--- src/rtl/avag_pkg.sv ---
// Shared types, constants and coefficient tables for the VAG ADPCM stream decoder.
`default_nettype none

package avag_pkg;

	// Fixed-point format of the predictor history
	localparam int HISTORY_FRAC_BITS = 6;
	localparam int COEF_FRAC_BITS    = 6;

	// Field and datapath widths
	localparam int BYTE_W   = 8;
	localparam int NIB_W    = 4;
	localparam int COUNT_W  = 24;
	localparam int IDX_W    = 4;
	localparam int HIST_W   = 32;
	localparam int COEF_W   = 8;
	localparam int RAW_W    = 16;
	localparam int PROD_W   = HIST_W + COEF_W;
	localparam int SAMPLE_W = 16;

	// Stream layout
	localparam logic [COUNT_W-1:0] COUNT_MAX  = '1;
	localparam int                 SKIP_BYTES = 16;
	localparam logic [IDX_W-1:0]   HDR_IDX    = 4'd0;
	localparam logic [IDX_W-1:0]   FLAGS_IDX  = 4'd1;
	localparam logic [IDX_W-1:0]   LAST_IDX   = 4'd15;

	// Flag byte codes
	localparam logic [BYTE_W-1:0] FLAG_LOOP_END = 8'd1;
	localparam logic [BYTE_W-1:0] FLAG_FINAL    = 8'd3;

	// Controller to datapath commands
	typedef struct packed {
		logic load_byte;
		logic clear_hist;
		logic load_hdr;
		logic nib_sel;
		logic mul_en;
		logic acc_en;
		logic emit_sample;
		logic emit_end;
		logic last;
	} avag_cmd_t;

	// Datapath to controller status
	typedef struct packed {
		logic out_free;
	} avag_sts_t;

	// First predictor tap in 64ths; filters above four give zero
	function automatic logic signed [COEF_W-1:0] coef_a(input logic [NIB_W-1:0] filt);
		logic signed [COEF_W-1:0] k;
		case (filt)
			4'd1:    k = 8'sd60;
			4'd2:    k = 8'sd115;
			4'd3:    k = 8'sd98;
			4'd4:    k = 8'sd122;
			default: k = 8'sd0;
		endcase
		return k;
	endfunction

	// Second predictor tap in 64ths
	function automatic logic signed [COEF_W-1:0] coef_b(input logic [NIB_W-1:0] filt);
		logic signed [COEF_W-1:0] k;
		case (filt)
			4'd2:    k = -8'sd52;
			4'd3:    k = -8'sd55;
			4'd4:    k = -8'sd60;
			default: k = 8'sd0;
		endcase
		return k;
	endfunction

endpackage

`default_nettype wire

--- src/rtl/avag_ctrl.sv ---
// Parse controller: stream byte counting, block framing, end detection and sequencing.
`default_nettype none

module avag_ctrl (
	input  wire logic                           clk,
	input  wire logic                           arst_n,
	input  wire logic                           in_valid,
	output logic                                in_stall,
	input  wire logic [avag_pkg::BYTE_W-1:0]    data_byte,
	input  wire logic                           stream_start,
	input  wire logic                           cfg_valid,
	output logic                                cfg_ready,
	input  wire logic [avag_pkg::COUNT_W-1:0]   cfg_data,
	output avag_pkg::avag_cmd_t                 cmd,
	input  wire avag_pkg::avag_sts_t            sts
);
	import avag_pkg::*;

	typedef enum logic [2:0] {S_IDLE, S_MUL, S_ACC, S_EMIT, S_END} state_t;

	localparam logic [COUNT_W-1:0] SKIP_CNT   = COUNT_W'(SKIP_BYTES);
	localparam logic [COUNT_W:0]   LEN_MARGIN = (COUNT_W+1)'(SKIP_BYTES - 1);

	state_t               state_q;
	logic [COUNT_W-1:0]   count_q;
	logic [IDX_W-1:0]     idx_q;
	logic                 end_pend_q;
	logic                 final_q;
	logic                 stopped_q;
	logic                 last_pend_q;
	logic                 nib_q;
	logic [COUNT_W-1:0]   src_len_q;

	logic                 in_accept;
	logic [COUNT_W-1:0]   eff_count;
	logic [IDX_W-1:0]     eff_idx;
	logic                 eff_end, eff_final, eff_stopped;
	logic                 active, is_hdr, is_flags, is_data;
	logic                 flag_end, len_hit, stop;

	assign cfg_ready = 1'b1;
	assign in_stall  = (state_q != S_IDLE);
	assign in_accept = in_valid && !in_stall;

	// Parse state as seen by this byte (a stream start restarts it)
	always_comb begin
		eff_count   = stream_start ? '0 : count_q;
		eff_idx     = stream_start ? '0 : idx_q;
		eff_end     = stream_start ? 1'b0 : end_pend_q;
		eff_final   = stream_start ? 1'b0 : final_q;
		eff_stopped = stream_start ? 1'b0 : stopped_q;
		active      = !eff_stopped && (eff_count >= SKIP_CNT);
		is_hdr      = active && (eff_idx == HDR_IDX);
		is_flags    = active && (eff_idx == FLAGS_IDX);
		is_data     = active && !is_hdr && !is_flags;
		flag_end    = (data_byte == FLAG_LOOP_END) || (data_byte == FLAG_FINAL);
		len_hit     = ({1'b0, eff_count} + LEN_MARGIN) >= {1'b0, src_len_q};
		stop        = eff_end || len_hit;
	end

	// Datapath commands
	always_comb begin
		cmd.load_byte   = in_accept;
		cmd.clear_hist  = in_accept && stream_start;
		cmd.load_hdr    = in_accept && is_hdr;
		cmd.nib_sel     = nib_q;
		cmd.mul_en      = (state_q == S_MUL);
		cmd.acc_en      = (state_q == S_ACC);
		cmd.emit_sample = (state_q == S_EMIT) && sts.out_free;
		cmd.emit_end    = (state_q == S_END) && sts.out_free;
		cmd.last        = (state_q == S_END) || (nib_q && last_pend_q);
	end

	// State and parse registers
	always_ff @(posedge clk or negedge arst_n) begin
		if (!arst_n) begin
			state_q     <= S_IDLE;
			count_q     <= '0;
			idx_q       <= '0;
			end_pend_q  <= 1'b0;
			final_q     <= 1'b0;
			stopped_q   <= 1'b0;
			last_pend_q <= 1'b0;
			nib_q       <= 1'b0;
			src_len_q   <= COUNT_MAX;
		end else begin
			if (cfg_valid && cfg_ready) begin
				src_len_q <= cfg_data;
			end
			unique case (state_q)
				S_IDLE: begin
					if (in_accept) begin
						count_q     <= eff_count + COUNT_W'(!eff_stopped && (eff_count != COUNT_MAX));
						idx_q       <= active ? eff_idx + 4'd1 : eff_idx;
						end_pend_q  <= eff_end || (is_flags && flag_end);
						final_q     <= is_flags ? (data_byte == FLAG_FINAL) : eff_final;
						stopped_q   <= eff_stopped || (is_flags && stop)
							|| (is_data && (eff_idx == LAST_IDX) && eff_final);
						last_pend_q <= (eff_idx == LAST_IDX) && eff_final;
						nib_q       <= 1'b0;
						if (is_flags && stop) begin
							state_q <= S_END;
						end else if (is_data) begin
							state_q <= S_MUL;
						end
					end
				end
				S_MUL: begin
					state_q <= S_ACC;
				end
				S_ACC: begin
					state_q <= S_EMIT;
				end
				S_EMIT: begin
					if (sts.out_free) begin
						if (nib_q) begin
							state_q <= S_IDLE;
						end else begin
							nib_q   <= 1'b1;
							state_q <= S_MUL;
						end
					end
				end
				S_END: begin
					if (sts.out_free) begin
						state_q <= S_IDLE;
					end
				end
				default: begin
					state_q <= S_IDLE;
				end
			endcase
		end
	end

	// A result is only loaded into a free output register
	a_emit_free: assert property (@(posedge clk) disable iff (!arst_n)
		(cmd.emit_sample || cmd.emit_end) |-> sts.out_free)
		else $error("result loaded into a busy output register");

	// Multiply is always followed by accumulate
	a_mul_acc: assert property (@(posedge clk) disable iff (!arst_n)
		(state_q == S_MUL) |=> (state_q == S_ACC))
		else $error("multiply stage not followed by accumulate");

	// The final result of a stream always leaves the parser stopped
	a_last_stop: assert property (@(posedge clk) disable iff (!arst_n)
		((cmd.emit_sample && cmd.last) || cmd.emit_end) |-> stopped_q)
		else $error("final result while parser still running");

	// Only the second nibble of a byte can carry last
	a_last_nib: assert property (@(posedge clk) disable iff (!arst_n)
		(cmd.emit_sample && cmd.last) |-> nib_q)
		else $error("last flag on first nibble");

endmodule

`default_nettype wire

--- src/rtl/avag_dp.sv ---
// Datapath: header and byte registers, two-tap predictor, history and output register.
`default_nettype none

module avag_dp (
	input  wire logic                                 clk,
	input  wire logic                                 arst_n,
	input  wire logic [avag_pkg::BYTE_W-1:0]          data_byte,
	input  wire avag_pkg::avag_cmd_t                  cmd,
	output avag_pkg::avag_sts_t                       sts,
	output logic                                      out_valid,
	input  wire logic                                 out_stall,
	output logic signed [avag_pkg::SAMPLE_W-1:0]      pcm_sample,
	output logic                                      has_sample,
	output logic                                      last
);
	import avag_pkg::*;

	localparam int SCALE_SH     = HISTORY_FRAC_BITS + COEF_FRAC_BITS;
	localparam int RAW_SCALED_W = RAW_W + SCALE_SH;
	localparam int ACC_W        = ((RAW_SCALED_W > PROD_W) ? RAW_SCALED_W : PROD_W) + 2;
	localparam int T_W          = HIST_W + 1;

	localparam logic signed [ACC_W-1:0] ACC_ROUND = ACC_W'(1 << (COEF_FRAC_BITS - 1));
	localparam logic signed [T_W-1:0]   T_HALF    = T_W'(1 << (HISTORY_FRAC_BITS - 1));
	localparam logic signed [T_W-1:0]   T_BIAS    = T_W'((1 << HISTORY_FRAC_BITS) - 1);
	localparam logic signed [HIST_W-1:0] HIST_MAX = {1'b0, {(HIST_W-1){1'b1}}};
	localparam logic signed [HIST_W-1:0] HIST_MIN = {1'b1, {(HIST_W-1){1'b0}}};

	logic [BYTE_W-1:0]              byte_q;
	logic [NIB_W-1:0]               filt_q;
	logic [NIB_W-1:0]               shift_q;
	logic signed [HIST_W-1:0]       prev_q, prev2_q;
	logic signed [RAW_W-1:0]        raw_s1;
	logic signed [PROD_W-1:0]       p0_s1, p1_s1;
	logic                           out_valid_q, has_q, last_q;
	logic signed [SAMPLE_W-1:0]     pcm_q;

	logic [NIB_W-1:0]               nib;
	logic signed [RAW_W-1:0]        raw_w;
	logic signed [COEF_W-1:0]       k0, k1;
	logic signed [ACC_W-1:0]        acc_sum, h_full;
	logic signed [HIST_W-1:0]       h_sat;
	logic                           h_ovf;
	logic signed [T_W-1:0]          t_w, t_adj, d_w;

	// Nibble expansion and coefficient lookup
	always_comb begin
		nib   = cmd.nib_sel ? byte_q[7:4] : byte_q[3:0];
		raw_w = $signed({nib, 12'b0}) >>> shift_q;
		k0    = coef_a(filt_q);
		k1    = coef_b(filt_q);
	end

	// Accumulate, round half up by 64ths, saturate to the history range
	always_comb begin
		acc_sum = (ACC_W'(raw_s1) <<< SCALE_SH) + ACC_W'(p0_s1) + ACC_W'(p1_s1) + ACC_ROUND;
		h_full  = acc_sum >>> COEF_FRAC_BITS;
		h_ovf   = !((&h_full[ACC_W-1:HIST_W-1]) || !(|h_full[ACC_W-1:HIST_W-1]));
		if (h_ovf) begin
			h_sat = h_full[ACC_W-1] ? HIST_MIN : HIST_MAX;
		end else begin
			h_sat = h_full[HIST_W-1:0];
		end
	end

	// Output sample: history plus one half, truncated toward zero
	always_comb begin
		t_w   = T_W'(prev_q) + T_HALF;
		t_adj = t_w + (t_w[T_W-1] ? T_BIAS : '0);
		d_w   = t_adj >>> HISTORY_FRAC_BITS;
	end

	assign sts.out_free = !out_valid_q || !out_stall;

	// Payload registers
	always_ff @(posedge clk) begin
		if (cmd.load_byte) begin
			byte_q <= data_byte;
		end
		if (cmd.load_hdr) begin
			filt_q  <= data_byte[7:4];
			shift_q <= data_byte[3:0];
		end
		if (cmd.mul_en) begin
			raw_s1 <= raw_w;
			p0_s1  <= PROD_W'(prev_q) * PROD_W'(k0);
			p1_s1  <= PROD_W'(prev2_q) * PROD_W'(k1);
		end
		if (cmd.emit_sample) begin
			pcm_q <= d_w[SAMPLE_W-1:0];
			has_q <= 1'b1;
			last_q <= cmd.last;
		end else if (cmd.emit_end) begin
			pcm_q <= '0;
			has_q <= 1'b0;
			last_q <= 1'b1;
		end
	end

	// Predictor history and output valid
	always_ff @(posedge clk or negedge arst_n) begin
		if (!arst_n) begin
			prev_q      <= '0;
			prev2_q     <= '0;
			out_valid_q <= 1'b0;
		end else begin
			if (cmd.clear_hist) begin
				prev_q  <= '0;
				prev2_q <= '0;
			end else if (cmd.acc_en) begin
				prev2_q <= prev_q;
				prev_q  <= h_sat;
			end
			if (cmd.emit_sample || cmd.emit_end) begin
				out_valid_q <= 1'b1;
			end else if (out_valid_q && !out_stall) begin
				out_valid_q <= 1'b0;
			end
		end
	end

	assign out_valid  = out_valid_q;
	assign pcm_sample = pcm_q;
	assign has_sample = has_q;
	assign last       = last_q;

endmodule

`default_nettype wire

--- src/rtl/adpcm_vag_stream_decoder_top.sv ---
// Top level of the VAG ADPCM stream decoder.
`default_nettype none

// The decoder takes a VAG stream one byte per input transfer, skips the first 16 bytes and
// then parses 16-byte blocks (filter/shift byte, flags byte, 14 data bytes); every data byte
// yields two 16-bit samples, low nibble first. Header, flags and skipped bytes are taken in
// the idle state alone. A data byte is taken in the idle state, then for each nibble the
// sequencer steps through a multiply state, an accumulate state and a state that loads the
// output register once it is free; the predictor history feeding the next nibble sets that
// sequence. An end marker (has_sample low, last high) is loaded by the end state after its
// flags byte. The block accepts one byte at a time; the output register holds a result
// while the next byte is taken. source_length may only be written while the decoder is idle.
module adpcm_vag_stream_decoder_top (
	input  wire logic                                 clk,
	input  wire logic                                 arst_n,
	// Input byte channel
	input  wire logic                                 in_valid,
	output logic                                      in_stall,
	input  wire logic [avag_pkg::BYTE_W-1:0]          data_byte,
	input  wire logic                                 stream_start,
	// Sample output channel
	output logic                                      out_valid,
	input  wire logic                                 out_stall,
	output logic signed [avag_pkg::SAMPLE_W-1:0]      pcm_sample,
	output logic                                      has_sample,
	output logic                                      last,
	// source_length write channel
	input  wire logic                                 cfg_valid,
	output logic                                      cfg_ready,
	input  wire logic [avag_pkg::COUNT_W-1:0]         cfg_data
);
	import avag_pkg::*;

	avag_cmd_t cmd;
	avag_sts_t sts;

	// Parser and sequencer
	avag_ctrl u_ctrl (
		.clk          (clk),
		.arst_n       (arst_n),
		.in_valid     (in_valid),
		.in_stall     (in_stall),
		.data_byte    (data_byte),
		.stream_start (stream_start),
		.cfg_valid    (cfg_valid),
		.cfg_ready    (cfg_ready),
		.cfg_data     (cfg_data),
		.cmd          (cmd),
		.sts          (sts)
	);

	// Predictor and output register
	avag_dp u_dp (
		.clk        (clk),
		.arst_n     (arst_n),
		.data_byte  (data_byte),
		.cmd        (cmd),
		.sts        (sts),
		.out_valid  (out_valid),
		.out_stall  (out_stall),
		.pcm_sample (pcm_sample),
		.has_sample (has_sample),
		.last       (last)
	);

endmodule

`default_nettype wire
--- config.mk ---
export PLATFORM = sky130hd
export DESIGN_NAME = adpcm_vag_stream_decoder_top
export DESIGN_NICKNAME = d
export VERILOG_FILES = /design/src/rtl/avag_pkg.sv /design/src/rtl/avag_ctrl.sv /design/src/rtl/avag_dp.sv /design/src/rtl/adpcm_vag_stream_decoder_top.sv
export SDC_FILE = /design/constraint.sdc
export NUM_CORES = 1
export LEC_CHECK = 0
export ABC_AREA = 1
export BUFFER_PORTS_ARGS = -buffer_cell sky130_fd_sc_hd__clkbuf_2
export CORE_ASPECT_RATIO = 0.9
export CORE_MARGIN = 2
export CORE_UTILIZATION = 55
export CTS_BUF_LIST = sky130_fd_sc_hd__clkbuf_16
export CTS_CLUSTER_SIZE = 24
export DETAILED_ROUTE_END_ITERATION = 10
export GPL_TIMING_DRIVEN = 0
export PLACE_DENSITY = 0.75
export SYNTH_ARGS = -nofsm -noshare
export SYNTH_HDL_FRONTEND = slang
export SYNTH_SLANG_ARGS = --single-unit
--- constraint.sdc ---
create_clock -name clk -period 14.7 [get_ports clk]
set_input_delay 2.205 -clock clk [delete_from_list [all_inputs] [get_ports clk]]
set_output_delay 2.205 -clock clk [all_outputs]
set_load 0.01 [all_outputs]
==> summary.md <==
| Metric | Value |
|---|---|
| Total of buffers placed on input and output ports | 56 |
| CTS H-Tree Depth | 1 |
| Clock sink count | between 200 and 300 |
| Total power density per cell area | 174.3 nW/um^2 |
| Crit path required time | about 15 ns |
| Register-to-Register Setup Slack | around 6.3 ns |
| Fraction of layout cells with a size suffix above 1 | a little under 6% |
| Number of fill cells | 4,969 |
| Site row count | roughly 80 |
| Part of the total power dissipated in sequential elements | 21.2% |
| Clock insertion delay at the later pin of the skew report | 0.59 ns |
| Setup crit start kind | register |
| Worst stage delay on the critical path | 0.79 ns |
| Unrepaired setup endpoints after global routing | no |
| Core ar. | 54,120 sq um |
| Global-route wire length before repair | about 140 mm |
| Top-Level Pins | 59 |
| Final Setup Violations | 0 |
| Clk buf depth | 3 |
| Time the worst path needs with I/O delays and setup | 8.376 ns |
| # Max-Cap Violations | 0 |
| Via density per instance | 5.487 |
| Clock tree root buffer cell | sky130_fd_sc_hd__clkbuf_16 |
| Count of routing violations after the opening detailed-route iteration | 2,338 |
| Mapped Nets | 4,434 |
| Mean Syn Cell Area | 7.899 sq um |
| Most frequent cell after synthesis | sky130_fd_sc_hd__nand2_1 |
| Start of the worst register-to-register path | u_dp.filt_q[1] |
| Number of synthesis warnings | 0 |
| Number of synthesized register bits | between 200 and 300 |
| Post-CTS Resized | 0 |
| Total length of routed met2 wires | between 30 and 40 mm |
| Share of the synthesized area in the top cell type | 19.57% |
| Final weighted congestion in routability-driven placement | 0.9947 |
| Net Switching | 3.010 mW |
| Async S/R FF share, synth | 49.02% |
| Die extent in x | 250.1 um |
| Outcome | complete, no violations |
| Switching part of the total power | around 54% |
| Worst setup path class | register to register |
| Uppermost layer routed | met5 |
| DR pass1 iterations | 6 |
| Area of combinational cells with multiple inputs | 19,660 sq um |
| Post-CTS repair timing setup buffer count | 0 |
| Detail-routed net length per standard cell | 19.05 um |
| M1 wire length | ~38 mm |
| Met3 routed WL | around 8 mm |
| Remaining DRCs | 0 |
| Detailed-route via count | 25,319 |
| Post-detailed-placement half-perimeter wirelength | 73.92 mm |
| Cell mode on critical path | sky130_fd_sc_hd__nand2_1 |
| Setup Total Neg Slack | 0 ns |
| Worst-case reg-to-reg path depth | 28 |
| Transition time at the pin with the least slew margin | 1.199 ns |
| DRT Wirelength | 87.90 mm |
| Vias in the first global route | 24,330 |
| Clock-pin slew of the registers on the worst-case setup and hold paths | 0.06 ns |
| Min-Delay Path Class | register to register |
| Die Footprint | 56,390 sq um |
| Final hold slack | 0.4639 ns |
| Register area | approximately 7000 sq um |
| Clk_skew | 0.01809 ns |
| Sequential area share after synthesis | 23.52% |
| Area leader, netlist | sky130_fd_sc_hd__fa_1 |
| Overall routing resource usage | about a third |
| Max_slew headroom | 19.47% |
| Capture instance of the worst register-to-register path | u_dp.p0_s1[36] |
| Area growth, synth to finish | 7.250% |
| Peak ir drop on the vdd network | 0.0001082 V |
| Worst hold stages | 2 |
| Clock buffer count from CTS | 29 |
| Vert. Die Dim | approximately 230 um |
| Mapped cell area | 29,980 sq um |
| Number of enable-type register cells in the synthesized netlist | 129 |
| Library cells used by synthesis | 57 |
| Maximum operating frequency | 0.1194 GHz |
| Maximum fanout encountered on the critical timing path | 10 |
| Aggregate global routing overflow | 0 |
| Endpoint, Worst Hold | u_dp.has_sample |
| Hold-fix buffer count after cts | 0 |
| Util after Layout | 59.41% |
| Capturing element type of the critical path | register |
| Critical path's slowest cell | sky130_fd_sc_hd__buf_1 |
| Proportion of power drawn by the clock network | 12.8% |
| Share of power burned in combinational logic | 66.0% |
| Leading cell types by count after synthesis | sky130_fd_sc_hd__nand2_1, sky130_fd_sc_hd__inv_1, sky130_fd_sc_hd__nor2_1, sky130_fd_sc_hd__ha_1, sky130_fd_sc_hd__fa_1 |
| Leakage dissipation | 16.37 nW |
| Nets | 4,525 |
| Starting Density | 55.39% |
| Antenna Nets Post-Route | 0 |
| Internal Dissipation | 2.593 mW |
| Arrival time at the worst endpoint | roughly 8.7 ns |
| Number of antenna violations at the first check in global routing | 2 |
| Hold Vio Cnt, Final | 0 |
| Largest net degree at the start of global routing | 65 |
| CTS tree | built |
| Largest cells by area after synthesis | sky130_fd_sc_hd__fa_1, sky130_fd_sc_hd__edfxtp_1, sky130_fd_sc_hd__ha_1 |
| Number of instances in the synthesized netlist | around 3,800 |
| Top FF cell, synth | sky130_fd_sc_hd__edfxtp_1 |
| Ratio of final minimum period to clock period | 56.98% |
| Hold path startpoint | u_dp.has_sample |
| Total count of max-transition violations in the final report | 0 |
how the worst max path moves through the flow:
stage / from / cells past startpoint / to / slack [ns]
after floorplan: u_dp.filt_q[1] / 27 / u_dp.p0_s1[32] / 9.21
after global routing: u_dp.filt_q[1] / 28 / u_dp.p0_s1[36] / 6.24
after global placement: u_dp.filt_q[1] / 28 / u_dp.p0_s1[36] / 6.51
after detailed placement: u_dp.filt_q[1] / 28 / u_dp.p0_s1[36] / 6.59
after CTS: u_dp.filt_q[1] / 28 / u_dp.p0_s1[36] / 6.54
final: u_dp.filt_q[1] / 28 / u_dp.p0_s1[36] / 6.32
layer usage:
layer	GRT usage, %	vias to the layer above
li1	-	12014
met3	5.521	170
met1	44.78	12138
met2	49.32	995
met4	10.59	2
met5	0	-
logic make-up after synthesis:
kind of cell	count (synthesis)	synth area share, %
other cells	1	0.01251
mux	3	0.1043
buf+inv	850	10.93
fa+ha+maj	601	32.42
simple gates	1523	20.79
flops	255	23.52
compound gates	400	7.442
xor+xnor	162	4.783
state kept, by name (all words and copies together) (netlist names), 4 cells and up:
register and cells:
u_dp.pcm_sample 16, u_dp.prev2_q 32, u_dp.prev_q 32, u_dp.p0_s1 40, u_ctrl.src_len_q 24, u_ctrl.count_q 24, u_dp.filt_q 4, u_dp.byte_q 8
u_ctrl.idx_q 4, u_dp.raw_s1 16, u_dp.shift_q 4, u_dp.p1_s1 40
cell type report:
type,instances,share of cell area [%]
Clock buffer,30,2.335
Clock inverter,23,0.4709
Antenna cell,1,0.007783
Inverter,772,9.013
Buffer,78,1.175
Timing Repair Buffer,60,1.171
Multi-Input combinational cell,2690,61.15
Sequential cell,255,21.93
Tap cell,705,2.744
worst max-delay path, delay by kind of cell, from the launching register on:
family	cells	cell delay (ns)
adder cells (fa/ha/maj)	5	2.31
flip-flops	1	0.43
buffers and inverters	8	1.73
AND/OR/NAND/NOR	12	2.65
AO/OA/AOI/OAI	2	0.61
XOR/XNOR	1	0.37
stage by stage:
stage | instances | setup WS (ns) | cell area [sq um] | power, mW
final | 4614 | 6.324 | 32150 | 5.604
after global routing | 4613 | 6.236 | 32150 | 6.047
after CTS | 4613 | 6.542 | 32150 | 5.566
after detailed placement | 4560 | 6.587 | 31240 | 4.830
after global placement | 4556 | 6.507 | 31140 | 4.783
after floorplan | 3795 | 9.205 | 29980 | 3.699
cell usage in the layout (no fill, tap or decap), drive strengths merged, types with 3 or more instances in the layout:
cell type / netlist / final
edfxtp: 129 / 129
xnor2: 68 / 68
nor2: 489 / 489
clkinv: 1 / 12
a21oi: 157 / 157
clkinvlp: 0 / 3
nand3b: 3 / 3
a21o: 12 / 12
inv: 771 / 779
nand3: 91 / 91
dfstp: 24 / 24
ha: 308 / 308
a31oi: 17 / 17
nand2: 835 / 835
dfrtp: 101 / 101
nor3: 45 / 45
o21ai: 134 / 134
fa: 293 / 293
o22ai: 39 / 39
clkbuf: 44 / 130
o211ai: 9 / 9
buf: 34 / 38
o21a: 5 / 5
nand4: 42 / 42
xor2: 94 / 94
nor4: 13 / 13
o21bai: 12 / 12
a221oi: 6 / 6
power groups by stage:
stage	combinational, mW	sequential [mW]	clock (mW)
3_5_place_dp	3.63	1.20	0
2_1_floorplan	2.56	1.14	0
6_report	3.70	1.19	0.717
4_1_cts	3.66	1.18	0.725
3_3_place_gp	3.57	1.21	0
5_1_grt	4.09	1.20	0.749
Note: power is estimated with default switching activity, not from simulation.
